`config.mk`:
```
export PLATFORM = sky130hd
export DESIGN_NAME = rstat_mul
export DESIGN_NICKNAME = d
export VERILOG_FILES = /design/src/design/rstat_pkg.sv /design/src/design/rstat_mul.sv
export SDC_FILE = /design/constraint.sdc
export NUM_CORES = 2
export LEC_CHECK = 0
export BUFFER_PORTS_ARGS = -buffer_cell sky130_fd_sc_hd__buf_2
export CAP_MARGIN = 15
export CORE_MARGIN = 2
export CORE_UTILIZATION = 30
export DETAILED_ROUTE_END_ITERATION = 7
export PLACE_DENSITY = 0.46
export SLEW_MARGIN = 20
export SYNTH_ARGS = -nofsm -noshare
export SYNTH_HDL_FRONTEND = slang
export SYNTH_SLANG_ARGS = --single-unit
```
`constraint.sdc`:
```
create_clock -name i_clk -period 14.9 [get_ports i_clk]
set_input_delay 2.235 -clock i_clk [delete_from_list [all_inputs] [get_ports i_clk]]
set_output_delay 2.235 -clock i_clk [all_outputs]
set_load 0.01 [all_outputs]
```
`src/design/rstat_pkg.sv`:
```
// ----------------------------------------------------------------------------
// rstat_pkg: running statistics shared types and constants
// Request and response payloads, sequencer states and multiply step codes.
// ----------------------------------------------------------------------------
package rstat_pkg;

    localparam int MUL_W        = 32;
    localparam int PROD_W       = 2 * MUL_W;

    localparam int COUNT_OUT_W  = 32;
    localparam int SAMPLE_OUT_W = 16;
    localparam int MEAN_OUT_W   = 24;
    localparam int VAR_OUT_W    = 38;

    typedef struct packed {
        logic                           action;
        logic signed [SAMPLE_OUT_W-1:0] sample;
    } t_req;

    typedef struct packed {
        logic        [COUNT_OUT_W-1:0]  sample_count;
        logic signed [SAMPLE_OUT_W-1:0] last_sample;
        logic signed [SAMPLE_OUT_W-1:0] minimum;
        logic signed [SAMPLE_OUT_W-1:0] maximum;
        logic signed [MEAN_OUT_W-1:0]   mean;
        logic        [VAR_OUT_W-1:0]    variance;
        logic                           saturated;
    } t_rsp;

    localparam logic ACT_PUSH  = 1'b0;
    localparam logic ACT_CLEAR = 1'b1;

    typedef enum logic [5:0] {
        ST_IDLE     = 6'b000001,
        ST_MUL      = 6'b000010,
        ST_ACC      = 6'b000100,
        ST_DIV_VAR  = 6'b001000,
        ST_DIV_MEAN = 6'b010000,
        ST_OUT      = 6'b100000
    } t_state;

    typedef logic [2:0] t_step;

    localparam t_step STEP_SQUARE = 3'd0;
    localparam t_step STEP_CNT_LO = 3'd1;
    localparam t_step STEP_CNT_HI = 3'd2;
    localparam t_step STEP_SUM_LL = 3'd3;
    localparam t_step STEP_SUM_LH = 3'd4;
    localparam t_step STEP_SUM_HH = 3'd5;
    localparam t_step STEP_CNT_SQ = 3'd6;

endpackage

```
`src/design/rstat_mul.sv`:
```
// ----------------------------------------------------------------------------
// rstat_mul: shared unsigned multiplier
// One 32 x 32 unsigned multiply per cycle with a registered product.
// ----------------------------------------------------------------------------
module rstat_mul (
    input  logic                          i_clk,
    input  logic [rstat_pkg::MUL_W-1:0]   i_a,
    input  logic [rstat_pkg::MUL_W-1:0]   i_b,
    output logic [rstat_pkg::PROD_W-1:0]  o_prod
);

    logic [rstat_pkg::PROD_W-1:0] r_prod;

    always_ff @(posedge i_clk) begin
        r_prod <= rstat_pkg::PROD_W'(i_a) * rstat_pkg::PROD_W'(i_b);
    end

    assign o_prod = r_prod;

endmodule

```
==> flow_summary.toml <==
[floorplan]
core_area_um2 = 115000
num_rows = 124
num_io_pins = 129
start_util = 0.303
die_y_um = 344
dieArea_um2 = 118000
dieWidth_um = 344

[grt]
grt_max_degree = 33
grt_pass1_vias = 26800
gr-total-overflow = 0
antenna_found_initial = 6
grt_first_pass_wirelength_um = 161000
grt_use_total = 0.181

[route]
vias = 24100
wl_um = 103000
wl_per_cell_um = 19.7
route.antenna.remaining_nets = 0
drt-vias-per-instance = 4.63
firstDrtPassIters = 5
first_iter_violations = 1122
drc = 0

[setup_path]
critPathCaptureType = "register"
cp_slowest_cell = "buf_2"
arrival_ns = 10.36
worstPathRequired_ns = 15.20
cp_slowest_stage_delay_ns = 0.73
crit_fanout = 32
cp_common_cell = "fa_1"
cp-start-kind = "primary input"
critical_path_class = "in2reg"
crit_chain = "buf_2, nand2_1, fa_1, inv_1, fa_1, fa_1, fa_1, fa_1, fa_1, fa_1, inv_1, fa_1, inv_1, ha_1, nand4_1, or4_1, or3_1, a31oi_1, a31o_2, a211oi_1, o21ai_1, xor2_1"

[sta]
slew_viol_final = 0
period_share = 0.675
maxSlewHeadroom = 0.342
max_freq_mhz = 99.5
final-hold-violation-count = 0
setup_viol = 0
fin_tns_setup_ns = 0
period_needed_ns = 10.05
tightest_slew_ns = 0.988
fin_hold_ws_ns = 2.51
rsz0062_at_grt = "no"

[logic_synthesis]
synth_enable_flop_cells = 0
synth-simple-area-share = 0.176
yosys-mux-area-fraction = 0.000289
ys_types = 57
synth_compound_area_frac = 0.0415
synth_warnings = 0
synthXorXnorAreaFrac = 0.0152
ys.flop_type = "dfxtp_1"
avgSynthCellArea_um2 = 9.25
async_flop_share = 0
syn_area_um2 = 34700
synth_most_common_cell = "fa_1"
synth_top_area_cell = "fa_1"
yosysSeqAreaShare = 0.0369
synth_top_cell_area_share = 0.517
synth_top_family_by_area = "adder cells"
synth_fa_ha_area_frac = 0.612
netlist_instances = 3748
synth_common_cells = "fa_1 (896), inv_1 (865), and2_1 (602)"
syn_nets = 4972
synth_area_leaders = "fa_1 (52%), and2_1 (11%), ha_1 (9.5%)"
ys_ff_latch = 64

[cells_and_area]
layout-drive-gt1-share = 0.0485
fin_nets = 4909
syn2layout_area_growth_pct = 6.14
instances_no_fill = 5203
largest_register_ffs = 64
finalInstanceArea_um2 = 36800

[clocking]
cts_tree = "done"
postCtsSetupBuffers = 0
cts_buffers = 9
clk_pin_slew_worst_paths_ns = 0.07
cts.sinks = 64
htreeDepth = 3
cts_root_buffer = "clkbuf_16"
cts_hold_buf = 0
post_cts_resized = 0
cts_buffer_depth = 2

[placement]
detailed_place_hpwl_um = 83200
placed_area_um2 = 36500
dp.cells = 5186
io_buffers = 128
gp_congestion = 0.840

[hold_path]
hold_path.class = "in2reg"

[flow_run]
cap_violations = 0

[status]
status = "completed"
==> worst max-delay path: cells and delay by family <==
| kind | cells | cell delay (ns) |
|---|---|---|
| buf+inv | 4 | 0.87 |
| simple gates | 4 | 1.28 |
| compound gates | 4 | 1.22 |
| fa+ha+maj | 9 | 4.57 |
| xor+xnor | 1 | 0.15 |
==> final cells by class <==
class,count,area [um2]
fill,12300,77700
multi-input combinational,2599,29300
inverter,865,3250
tap,1512,1890
sequential,64,1280
timing repair buffer,146,776
clock buffer,11,253
clock inverter,5,40.0
antenna,1,2.50
==> cell families (layout without fill, tap and decap cells) <==
kind of cell / after synthesis / after routing
AO/OA/AOI/OAI: 202 / 202
XOR/XNOR: 60 / 60
adder cells (fa/ha/maj): 1159 / 1159
buffers and inverters: 1085 / 1027
flip-flops: 64 / 64
multiplexers: 1 / 1
other: 0 / 1
AND/OR/NAND/NOR: 1177 / 1177
==> per-layer routing <==
| layer | wire length (um) | vias up | global-route usage |
|---|---|---|---|
| met4 | 3540 | 2 | 0.0534 |
| met3 | 3140 | 119 | 0.0190 |
| li1 | - | 10700 | - |
| met5 | 13 | - | 0 |
| met1 | 40800 | 12800 | 0.218 |
| met2 | 55200 | 447 | 0.338 |
==> final timing paths <==
path                  startpoint         end  slack [ns]  cells past startpoint
worst max-delay path     i_b[24]  o_prod[62]        4.85                     22
worst min-delay path      i_b[0]   o_prod[0]        2.51                      2
==> placed cells by master (no fill, tap or decap), drive strengths merged, types with 3 or more instances in the layout <==
master and instances:
fa 896, inv 866, and2 602, nand2 480, ha 263, buf 146, a21oi 66, dfxtp 64
a21o 40, xnor2 35, o21ai 26, xor2 25, nand4 23, nor2 20, and3 14, a31oi 12
o21bai 11, clkbuf 11, nand3 10, o21a 9, nor3 7, o31ai 5, a221o 4, a221oi 4
a211oi 3, or3 3, o221ai 3, or2 3, or4 3, and4 3, a21boi 3, clkinvlp 3
==> metrics by stage <==
step                       util  worst slack (ns)
after floorplan               -              5.91
after global placement    0.319              4.64
after detailed placement  0.319              4.53
after CTS                 0.321              4.92
after global routing      0.321              4.54
final                     0.321              4.85
Power is not shown: default switching activity piles up to over one toggle a cycle in this logic, so the estimate is an artifact.
