--- src/design/rstat_div.sv ---
// ----------------------------------------------------------------------------
// rstat_div: shared restoring divider
// Radix-2 unsigned division, one quotient bit per cycle. The upper dividend
// part must be below the divisor; the user, not the block, holds it stable while busy.
// ----------------------------------------------------------------------------
module rstat_div #(
    parameter int DIVISOR_W = 64,
    parameter int QUOT_W    = 38
) (
    input  logic                 i_clk,
    input  logic                 i_rst_n,
    input  logic                 i_start,
    input  logic [DIVISOR_W-1:0] i_dividend_hi,
    input  logic [QUOT_W-1:0]    i_dividend_lo,
    input  logic [DIVISOR_W-1:0] i_divisor,
    output logic [QUOT_W-1:0]    o_quot,
    output logic [DIVISOR_W-1:0] o_rem,
    output logic                 o_done
);

    localparam int CNT_W = $clog2(QUOT_W + 1);

    logic [DIVISOR_W-1:0] r_rem;
    logic [QUOT_W-1:0]    r_quo;
    logic [CNT_W-1:0]     r_cnt;
    logic                 r_busy;
    logic                 r_done;
    logic [DIVISOR_W:0]   w_trial;

    assign w_trial = {r_rem, r_quo[QUOT_W-1]} - {1'b0, i_divisor};

    always_ff @(posedge i_clk) begin
        if (!i_rst_n) begin
            r_busy <= 1'b0;
            r_done <= 1'b0;
            r_cnt  <= '0;
        end else if (i_start) begin
            r_busy <= 1'b1;
            r_done <= 1'b0;
            r_cnt  <= CNT_W'(QUOT_W);
        end else if (r_busy) begin
            r_cnt <= r_cnt - CNT_W'(1);
            if (r_cnt == CNT_W'(1)) begin
                r_busy <= 1'b0;
                r_done <= 1'b1;
            end
        end else begin
            r_done <= 1'b0;
        end
    end

    always_ff @(posedge i_clk) begin
        if (i_start) begin
            r_rem <= i_dividend_hi;
            r_quo <= i_dividend_lo;
        end else if (r_busy) begin
            if (!w_trial[DIVISOR_W]) begin
                r_rem <= w_trial[DIVISOR_W-1:0];
                r_quo <= {r_quo[QUOT_W-2:0], 1'b1};
            end else begin
                r_rem <= {r_rem[DIVISOR_W-2:0], r_quo[QUOT_W-1]};
                r_quo <= {r_quo[QUOT_W-2:0], 1'b0};
            end
        end
    end

    assign o_quot = r_quo;
    assign o_rem  = r_rem;
    assign o_done = r_done;

endmodule

--- config.mk ---
export PLATFORM = sky130hd
export DESIGN_NAME = rstat_div
export DESIGN_NICKNAME = d
export VERILOG_FILES = /design/src/design/rstat_div.sv
export SDC_FILE = /design/constraint.sdc
export NUM_CORES = 1
export LEC_CHECK = 0
export BUFFER_PORTS_ARGS = -buffer_cell sky130_fd_sc_hd__buf_4
export CORE_AREA = 10 10 179 181
export CTS_BUF_LIST = sky130_fd_sc_hd__clkbuf_2 sky130_fd_sc_hd__clkbuf_4 sky130_fd_sc_hd__clkbuf_8
export DETAILED_ROUTE_END_ITERATION = 16
export DIE_AREA = 0 0 189 191
export PLACE_DENSITY = 0.55
export SYNTH_ARGS = -nofsm -noshare
export SYNTH_HDL_FRONTEND = slang
export SYNTH_SLANG_ARGS = --single-unit
--- constraint.sdc ---
create_clock -name i_clk -period 5 [get_ports i_clk]
set_clock_uncertainty 0.1 [all_clocks]
set_input_delay 0.25 -clock i_clk [delete_from_list [all_inputs] [get_ports i_clk]]
set_output_delay 0.25 -clock i_clk [all_outputs]
set_load 0.1 [all_outputs]
==> impl_metrics.csv <==
group,metric,value,unit
clock_tree,cts.clk_slew.worst_paths,150,ps
clock_tree,cts_htree_levels,3,
finish,area_delta_synth_final,27.5,%
floorplan,dieArea,0.0361,mm^2
run,cap_viol_max_count,0,
finish,multi_input_area,0.00567,mm^2
yosys,yosys.area.top_type,"edfxtp_1",
yosys,ys_ff_latch,110,
routing,vias,9411,
timing,rsz0062_at_grt,"no",
clock_tree,clk_latency,420,ps
global_routing,grt_max_degree,71,
yosys,seq_area_frac_synth,33.8,%
routing,wirelength,34800,um
yosys,synth-async-reset-ratio,0,%
hold_path,min_from,"i_dividend_hi[46]",
floorplan,ios,272,
placed_design,gp_congestion,0.917,
yosys,synth.most_common_cell,"nand2_1",
routing,viasPerCell,5.50,
global_routing,grt_usage,18.3,%
global_routing,grt-ovfl-total,0,
routing,post-route-drc-count,0,
clock_tree,postCtsSetupBuffers,0,
timing,slew_viol_final,0,
yosys,syn_area,0.00953,mm^2
timing,setup_slack,618,ps
yosys,syn_nets,1329,
finish,final_core_util,42.7,%
yosys,synthFlopType,"edfxtp_1",
finish,regArea,0.00322,mm^2
timing,layout_min_cycle_time,4380,ps
finish,fin_area,0.0121,mm^2
timing,tightest_slew,909,ps
clock_tree,ctsLongestPathBuffers,2,
timing,fin_setup_tns,0,ps
yosys,yosysTopAreaCellShare,32.2,%
floorplan,die_y,191,um
routing,drt_iter0_drc,764,
critical_path,startpoint_type,"register",
finish,layout.nets,1558,
global_routing,grt_pass1_vias,9560,
yosys,synth_top_cells_by_count,"nand2_1 (106), edfxtp_1 (102), inv_1 (86), a21oi_1 (78), nor2_1 (68)",
critical_path,rr_startpoint,"o_quot[37]",
timing,max_slew_margin,38.6,%
clock_tree,cts_root_buf,"clkbuf_8",
timing,period_share,87.6,%
pwr,ir_drop,0.244,mV
timing,setup_viol,0,
critical_path,crit_required,5090,ps
routing,wl_per_cell,20.4,um
finish,drive_gt1_share,26.6,%
pwr,p_leak,5.25,nW
critical_path,end_kind,"register",
critical_path,cp-startpoint,"o_quot[37]",
placed_design,port_buffers,271,
yosys,ys_types,66,
placed_design,dp_hpwl,26900,um
timing,hold_viol,0,
floorplan,chipWidth,189,um
floorplan,core,0.0285,mm^2
routing,final_antenna_net_count,0,
outcome,outcome,"complete, no violations",
timing,max_freq,0.228,GHz
critical_path,crit_fanout,34,
hold_path,hold_class,"input pin to register",
clock_tree,clock_sinks,110,
yosys,synth_top_cells_by_area,"edfxtp_1 (32%), ha_1 (8.7%), mux2_2 (4.5%)",
global_routing,antenna_found_initial,2,
finish,insertedDiodeCount,0,
clock_tree,cts_tree,"built",
finish,fill_cells,2866,
floorplan,rows,62,
floorplan,start_util,33.5,%
yosys,synth-edff-count,102,
yosys,yosys_warnings,0,
routing,dr.pass1.iters,5,
yosys,syn_inst,1093,
placed_design,dpl_cell_area,0.0118,mm^2
yosys,synth.avg_cell_area,8.72,um^2
clock_tree,numCtsBuffers,9,
critical_path,path_class,"register to register",
pwr,power_density,563,mW/mm^2
global_routing,grt_pass1_wl,53600,um
critical_path,worstPathArrival,4480,ps
placed_design,post-place-ws,604,ps
-- flip-flops by register name, summed over array words and instances, names as in the netlist --
| register | flops |
|---|---|
| r_cnt | 6 |
| o_quot | 38 |
| r_busy | 1 |
| o_rem | 64 |
| o_done | 1 |
-- final cells by class --
cell class	instances	share of cell area, %
Multi-Input combinational cell	819	46.6
Clock buffer	9	1.02
Clock inverter	7	0.731
Sequential cell	110	26.5
Inverter	87	2.69
Tap cell	384	3.96
Timing Repair Buffer	295	18.4
-- path summary, 6_finish.rpt --
path | endpoint | slack [ps] | cells past startpoint
setup / recovery | o_rem[1] | 620 | 14
hold / removal | o_rem[46] | 10 | 3
setup reg to reg | o_rem[1] | 620 | 14
hold reg to reg | o_done | 440 | 2
-- power breakdown --
group	total [W]	leakage (nW)	switching [W]	internal, W
Sequential	0.00149	1.10	0.000194	0.00130
Combinational	0.00470	4.04	0.00332	0.00138
Clock	0.000639	0.107	0.000428	0.000211
Total	0.00684	5.25	0.00394	0.00290
-- cells by family after synthesis --
family          Yosys count  synth area share [%]
fa+ha+maj                67                  8.88
buf+inv                 164                  6.82
compound gates          354                  25.6
flops                   110                  33.8
xor+xnor                 61                  5.61
simple gates            297                  14.6
mux                      40                  4.70
-- cells in the final DEF, fill, tap and decap left out, types with 44 or more instances in the layout --
| cell type | count |
|---|---|
| ha_1 | 66 |
| inv_1 | 86 |
| nand2_1 | 106 |
| buf_4 | 285 |
| o21ai_0 | 47 |
| edfxtp_1 | 102 |
| nor2_1 | 68 |
| xnor2_1 | 47 |
| o211ai_1 | 44 |
| a21oi_1 | 78 |
-- metrics by stage --
stage	hold slack [ps]	power [W]	instances
5_1_grt	0.617	0.00722	1711
2_1_floorplan	278	0.00502	1093
4_1_cts	0.498	0.00684	1709
6_report	9.51	0.00684	1711
3_5_place_dp	421	0.00618	1685
3_3_place_gp	409	0.00616	1685
-- layer usage --
metal	global-route usage, %	wire length [um]	vias up
met5	0	21	-
met4	3.30	384	4
met3	5.21	2820	37
met2	29.9	16100	367
met1	23.7	15600	4449
li1	-	-	4554
-- worst max-delay path, stage by stage, from the launching register on --
cell	delay, ps
edfxtp_1	370
inv_1	60
ha_1	200
fa_1	390
nand2b_1	210
a21oi_2	250
o211ai_1	190
a2111oi_2	430
o2111ai_2	210
a2111oi_0	470
or2_1	260
and3_2	260
buf_4	370
nor4_1	110
a221o_1	280
-- timing repair --
item,CTS,global route
gates resized for setup,0,0
hold buffers,8,2
endpoints found under the hold margin,11,2
(Power assumes the default switching activity.)
